==> src/design/distance_weighted_smoothing_filter_defines.svh <==
// assertion macros shared by the filter rtl
`ifndef DISTANCE_WEIGHTED_SMOOTHING_FILTER_DEFINES_SVH
`define DISTANCE_WEIGHTED_SMOOTHING_FILTER_DEFINES_SVH
`ifndef NO_ASSERTIONS
`define DWSF_ASSERT_IMP(lbl, clk, rst_n, ante, cons) \
    lbl: assert property (@(posedge clk) disable iff (!rst_n) (ante) |-> (cons)) \
        else $error("implication check failed");
`define DWSF_ASSERT_NEXT(lbl, clk, rst_n, ante, cons) \
    lbl: assert property (@(posedge clk) disable iff (!rst_n) (ante) |=> (cons)) \
        else $error("next cycle check failed");
`define DWSF_ASSERT_NEVER(lbl, clk, rst_n, cond) \
    lbl: assert property (@(posedge clk) disable iff (!rst_n) !(cond)) \
        else $error("forbidden condition seen");
`else
`define DWSF_ASSERT_IMP(lbl, clk, rst_n, ante, cons)
`define DWSF_ASSERT_NEXT(lbl, clk, rst_n, ante, cons)
`define DWSF_ASSERT_NEVER(lbl, clk, rst_n, cond)
`endif
`endif

==> src/design/dwsf_div.sv <==
`timescale 1ns / 1ps
module dwsf_div #(
    parameter int DEN_W = 16,
    parameter int QB    = 9,
    localparam int NW   = DEN_W + QB,
    localparam int CW   = $clog2(QB + 1)
) (
    input  logic             i_clk,
    input  logic             i_rst_n,
    input  logic             i_start,
    input  logic [NW-1:0]    i_num,
    input  logic [DEN_W-1:0] i_den,
    output logic             o_done,
    output logic [QB-1:0]    o_quo
);
    logic [NW-1:0] r_rem, n_rem;
    logic [NW-1:0] r_dsh;
    logic [QB-1:0] r_q;
    logic [CW-1:0] r_cnt;
    logic          r_busy;
    logic          r_done;
    logic          ge;

    // one quotient bit per cycle, restoring
    assign ge    = (r_rem >= r_dsh);
    assign n_rem = ge ? (r_rem - r_dsh) : r_rem;

    always_ff @(posedge i_clk) begin
        if (!i_rst_n) begin
            r_busy <= 1'b0;
            r_done <= 1'b0;
            r_cnt  <= '0;
        end else begin
            r_done <= 1'b0;
            if (i_start) begin
                r_busy <= 1'b1;
                r_cnt  <= CW'(QB);
            end else if (r_busy) begin
                r_cnt <= r_cnt - 1'b1;
                if (r_cnt == CW'(1)) begin
                    r_busy <= 1'b0;
                    r_done <= 1'b1;
                end
            end
        end
    end

    always_ff @(posedge i_clk) begin
        if (i_start) begin
            r_rem <= i_num;
            r_dsh <= NW'(i_den) << (QB - 1);
            r_q   <= '0;
        end else if (r_busy) begin
            r_rem <= n_rem;
            r_dsh <= r_dsh >> 1;
            r_q   <= {r_q[QB-2:0], ge};
        end
    end

    assign o_done = r_done;
    assign o_quo  = r_q;
endmodule

==> config.mk <==
export PLATFORM = sky130hd
export DESIGN_NAME = dwsf_div
export DESIGN_NICKNAME = d
export VERILOG_FILES = /design/src/design/distance_weighted_smoothing_filter_defines.svh /design/src/design/dwsf_div.sv
export SDC_FILE = /design/constraint.sdc
export NUM_CORES = 1
export LEC_CHECK = 0
export ABC_CLOCK_PERIOD_IN_PS = 5100
export BUFFER_PORTS_ARGS = -buffer_cell sky130_fd_sc_hd__buf_4
export CAP_MARGIN = 40
export CORE_ASPECT_RATIO = 1.75
export CORE_MARGIN = 2
export CORE_UTILIZATION = 55
export CTS_BUF_LIST = sky130_fd_sc_hd__clkbuf_4 sky130_fd_sc_hd__clkbuf_8
export CTS_CLUSTER_DIAMETER = 60
export DETAILED_ROUTE_END_ITERATION = 8
export PLACE_DENSITY = 0.77
export SLEW_MARGIN = 20
export SYNTH_ARGS = -nofsm -noshare
export SYNTH_HDL_FRONTEND = slang
export SYNTH_SLANG_ARGS = --single-unit
==> constraint.sdc <==
create_clock -name i_clk -period 5.1 [get_ports i_clk]
set_input_delay 1.02 -clock i_clk [delete_from_list [all_inputs] [get_ports i_clk]]
set_output_delay 1.02 -clock i_clk [all_outputs]
set_load 0.01 [all_outputs]
# --- After elaboration in Yosys (flattened, before gate mapping) ---
# Cells that the tools add are included.
classes:
  addsub: 2
  mul: 0
  div: 0
  order_cmp: 1
  eq_ne: 1
  shifts: 0
  mux: 11
  bitwise_logic: 2
  n_reduce_logical: 5
ops:
  columns: ["op", "count"]
  rows:
  - ["25-bit two-way mux", 3]
  - ["24-bit two-way mux", 2]
  - ["25-bit by 24-bit greater-or-equal comparator with 1-bit output", 1]
  - ["25-bit by 24-bit subtractor with 25-bit output", 1]
  - ["4-bit two-way mux", 2]
  - ["4-bit by 1-bit == test with 1-bit output (second input constant)", 1]
  - ["1-bit two-way mux", 4]
  - ["2-bit nonzero test", 2]
  - ["4-bit by 1-bit subtractor with 4-bit output (second input constant)", 1]
  - ["3-bit OR reduction", 1]
  - ["1-bit NOT", 2]
  - ["2-bit AND reduction", 1]
  - ["2-bit OR reduction", 1]
totals:
  register_bits: 64
  latch_bits: 0
  ram_bits: 0
  mem_bits_ro: 0
  memories: 0

# --- Logic depth before layout (Yosys ltp) ---
depth:
  depth_word: 4
  mapped_depth: 9
  depth_no_buf: 9

# --- Worst setup path after synthesis ---
# OpenSTA, ideal clock, no wires.
synth_path:
  path_type: "register -> register"
  start: "reg r_rem[10]"
  end: "reg r_rem[0] (enable)"
  setup_ns: 0.442
  t_arrival_ns: 3.525
  slack_ns: 1.133
  path_stages_with_launch: 8
  n_path_buf: 0
  cell_sequence: "edfxtp_1 > ha_1 > and4_1 > o2111a_1 > o211ai_2 > a211o_1 > and2_1 > o21ai_0"
synth_between:
  elab_chain_len: 3
synth_lines:
  columns: ["element", "line", "rtl"]
  rows:
  - ["start, declared", "dwsf_div.sv:16", "logic [NW-1:0] r_rem, n_rem;"]
  - ["start signal, assigned", "dwsf_div.sv:50", "r_rem <= i_num;"]
  - ["start signal, assigned", "dwsf_div.sv:54", "r_rem <= n_rem;"]
  - ["25-bit by 24-bit greater-or-equal comparator with 1-bit output", "dwsf_div.sv:25", "assign ge = (r_rem >= r_dsh);"]
  - ["2-bit nonzero test (no line)", null, null]
  - ["2-bit AND reduction (no line)", null, null]
# Every way passes these cells.
# A chain may end at the register's enable or synchronous reset.

# --- Worst setup path in the final report ---
layout_path:
  start: "reg r_dsh[1]"
  end: "reg r_rem[15] (enable)"
layout_between:
  elab_chain_len: 3
layout_lines:
  columns: ["element", "line", "rtl"]
  rows:
  - ["start, declared", "dwsf_div.sv:17", "logic [NW-1:0] r_dsh;"]
  - ["start signal, assigned", "dwsf_div.sv:51", "r_dsh <= NW'(i_den) << (QB - 1);"]
  - ["start signal, assigned", "dwsf_div.sv:55", "r_dsh <= r_dsh >> 1;"]
  - ["25-bit by 24-bit greater-or-equal comparator with 1-bit output", "dwsf_div.sv:25", null]
  - ["2-bit nonzero test (no line)", null, null]
  - ["2-bit AND reduction (no line)", null, null]
# Every way passes these cells.

==> results.sh <==
export IMPL_status="completed"
export IMPL_clockBufferDepth=2
export IMPL_rsz0062_at_grt="no"
export IMPL_areaGrowthSynthToFinish_pct=16.81
export IMPL_die_y_um=118.6
export IMPL_cts_buffers_inserted=9
export IMPL_slowest_delay_ps=420
export IMPL_finalCriticalPeriod_ps=3103
export IMPL_post_drt_wl_per_cell_um=16.30
export IMPL_postSynthCellCount=444
export IMPL_ir_drop_mv=0.2619
export IMPL_via_count=3423
export IMPL_cts_sinks=64
export IMPL_gp_congestion=0.8677
export IMPL_grt_pass1_vias=3474
export IMPL_fillCellCount=603
export IMPL_remaining_drc_errors=0
export IMPL_power_density_nw_per_um2=405.7
export IMPL_synth_common_cells="nand2_1, edfxtp_1, inv_1"
export IMPL_clock_skew_final_ps=13.40
export IMPL_drive_gt1_share_pct=17.40
export IMPL_syn_area_um2=4130
export IMPL_drv_cap=0
export IMPL_final_nets=566
export IMPL_postLayoutSetupSlackWorst_ps=1997
export IMPL_dp_cells=569
export IMPL_seq_area_frac_synth_pct=40.96
export IMPL_cts_hold_buf=0
export IMPL_core_um2=7233
export IMPL_hp_class="register to register"
export IMPL_drv_slew=0
export IMPL_slew_headroom_pct=48.62
export IMPL_drt_pass1_iter_count=4
export IMPL_num_antenna_cells=0
export IMPL_fmax_ghz=0.3223
export IMPL_synth_area_per_cell_um2=9.302
export IMPL_cts_tree="done"
export IMPL_numPortBuffers=53
export IMPL_die_x_um=69.51
export IMPL_hold_violations=0
export IMPL_stdcell_count=586
export IMPL_yosys_area_top_type="edfxtp_1"
export IMPL_seq_area_um2=1692
export IMPL_multi_input_area_um2=2228
export IMPL_netlist_top_cells_area="edfxtp_1, dfxtp_1, ha_1"
export IMPL_start_kind="register"
export IMPL_yosysWarnings=0
export IMPL_dieArea_um2=8246
export IMPL_drt_wl_total_um=9549
export IMPL_antenna_found_initial=0
export IMPL_tns_ps=0
export IMPL_period_share_pct=60.84
export IMPL_dpl_hpwl_um=6890
export IMPL_path_cells="inv_1 > ha_1 > nor2b_1 > o2111a_1 > o211ai_2 > a211o_1 > and2_1 > o21ai_2 > buf_4"
export IMPL_cts_setup_buffers=0
export IMPL_h_tree_depth=3
export IMPL_synth_seq_cells=64
export IMPL_yosys_most_used_dff="edfxtp_1"
export IMPL_synth_edf_count=41
export IMPL_cts_resized_gates=0
export IMPL_root_buffer="clkbuf_8"
export IMPL_p_leak_nw=2.061
export IMPL_io_pins=54
export IMPL_grt_max_degree=54
export IMPL_synth_most_common_cell="nand2_1"
export IMPL_syn_num_nets=515
export IMPL_critPathArrivalTime_ps=3150
export IMPL_rows=41
export IMPL_first_iter_violations=212
export IMPL_setup_viol=0
export IMPL_crit_type="register to register"
export IMPL_worstMarginPinSlew_ps=767.9
export IMPL_preCtsSetupSlack_ps=2037
export IMPL_utilization_pct=66.70
export IMPL_cts_clk_slew_worst_paths_ps=80
export IMPL_yosysTopAreaCellShare_pct=29.81
export IMPL_clkLatencyLatePin_ps=370
export IMPL_crit_path_top_delay_cell="dfxtp_1"
export IMPL_grt_ovfl_total=0
export IMPL_yosysUniqueCellTypes=61
export IMPL_grt_usage_pct=24.24
export IMPL_critPathCaptureType="register"
export IMPL_synthArstFlopShare_pct=0
export IMPL_vias_per_cell=5.841
export IMPL_initial_utilization_pct=57.10
export IMPL_cp_required_ps=5140
export IMPL_drtAntennaViolNets=0
export IMPL_worstPathMaxFanout=18
export IMPL_grt_first_pass_wirelength_um=15930
critical path: cells and delay by family, from the launching register on:
kind,cells,cell delay (ps)
AOI/OAI and AO/OA,4,1260
adders and majority gates,1,300
buffers and inverters,2,430
DFF,1,420
and+or+nand+nor,2,360
per-stage QoR:
stage          instance area, um2  hold WS, ps  power (mW)
2_1_floorplan                4130        464.7       1.277
3_3_place_gp                 4598        480.3       1.435
3_5_place_dp                 4598        496.2       1.457
4_1_cts                      4813        517.8       1.954
5_1_grt                      4825        532.5       2.073
6_report                     4825        507.2       1.957
cells by family after synthesis:
logic type | Yosys count | synth area share, %
xor+xnor | 12 | 2.545
buf+inv | 57 | 5.180
flops | 64 | 40.96
mux | 17 | 4.120
compound gates | 132 | 23.96
fa+ha+maj | 27 | 8.361
simple gates | 135 | 14.87
layout make-up:
type | instances | share of cell area, %
multi-input combinational | 323 | 46.19
tap | 86 | 2.230
clock inverter | 7 | 1.893
timing repair buffer | 57 | 8.947
sequential | 64 | 35.06
inverter | 40 | 3.112
clock buffer | 9 | 2.567
flip-flops by register name, summed over array words and instances, names as in the netlist:
name,count
o_quo,9
o_done,1
r_busy,1
r_rem,25
r_dsh,24
r_cnt,4
per-layer routing:
layer  wire length, um  up-vias  global-route usage [%]
met5                 0        -                       0
met4               223        0                   11.89
met3               324       17                   4.092
met2              5054       65                   42.49
met1              3947     1615                   28.11
li1                  -     1726                       -
path summary, 6_finish.rpt:
| check | startpoint | endpoint | slack, ps | cells after the start |
|---|---|---|---|---|
| worst max-delay path | r_dsh[1] | r_rem[15] | 2000 | 9 |
| worst max register to register | r_dsh[1] | r_rem[15] | 2000 | 9 |
| worst min-delay path | o_quo[8] | o_quo[8] | 510 | 2 |
| worst min register to register | o_quo[8] | o_quo[8] | 510 | 2 |
where the power goes:
group          switching (mW)  internal (mW)  leakage [nW]
Combinational           0.462          0.324          1.34
Sequential             0.0296          0.645         0.606
Clock                   0.221          0.276         0.114
cell usage in the layout (no fill, tap or decap), types with 10 or more instances in the layout:
cell type  Yosys  layout
a21o_1        10      10
o31ai_1       16      16
nor3_1        14      14
o21ai_0       29      28
inv_1         40      40
ha_1          26      26
nor2_1        37      37
mux2i_1       17      17
a21oi_1       19      19
edfxtp_1      41      41
buf_4          0      56
dfxtp_1       23      23
nand2_1       49      49
No activity file was read; power rests on OpenSTA's default activity.
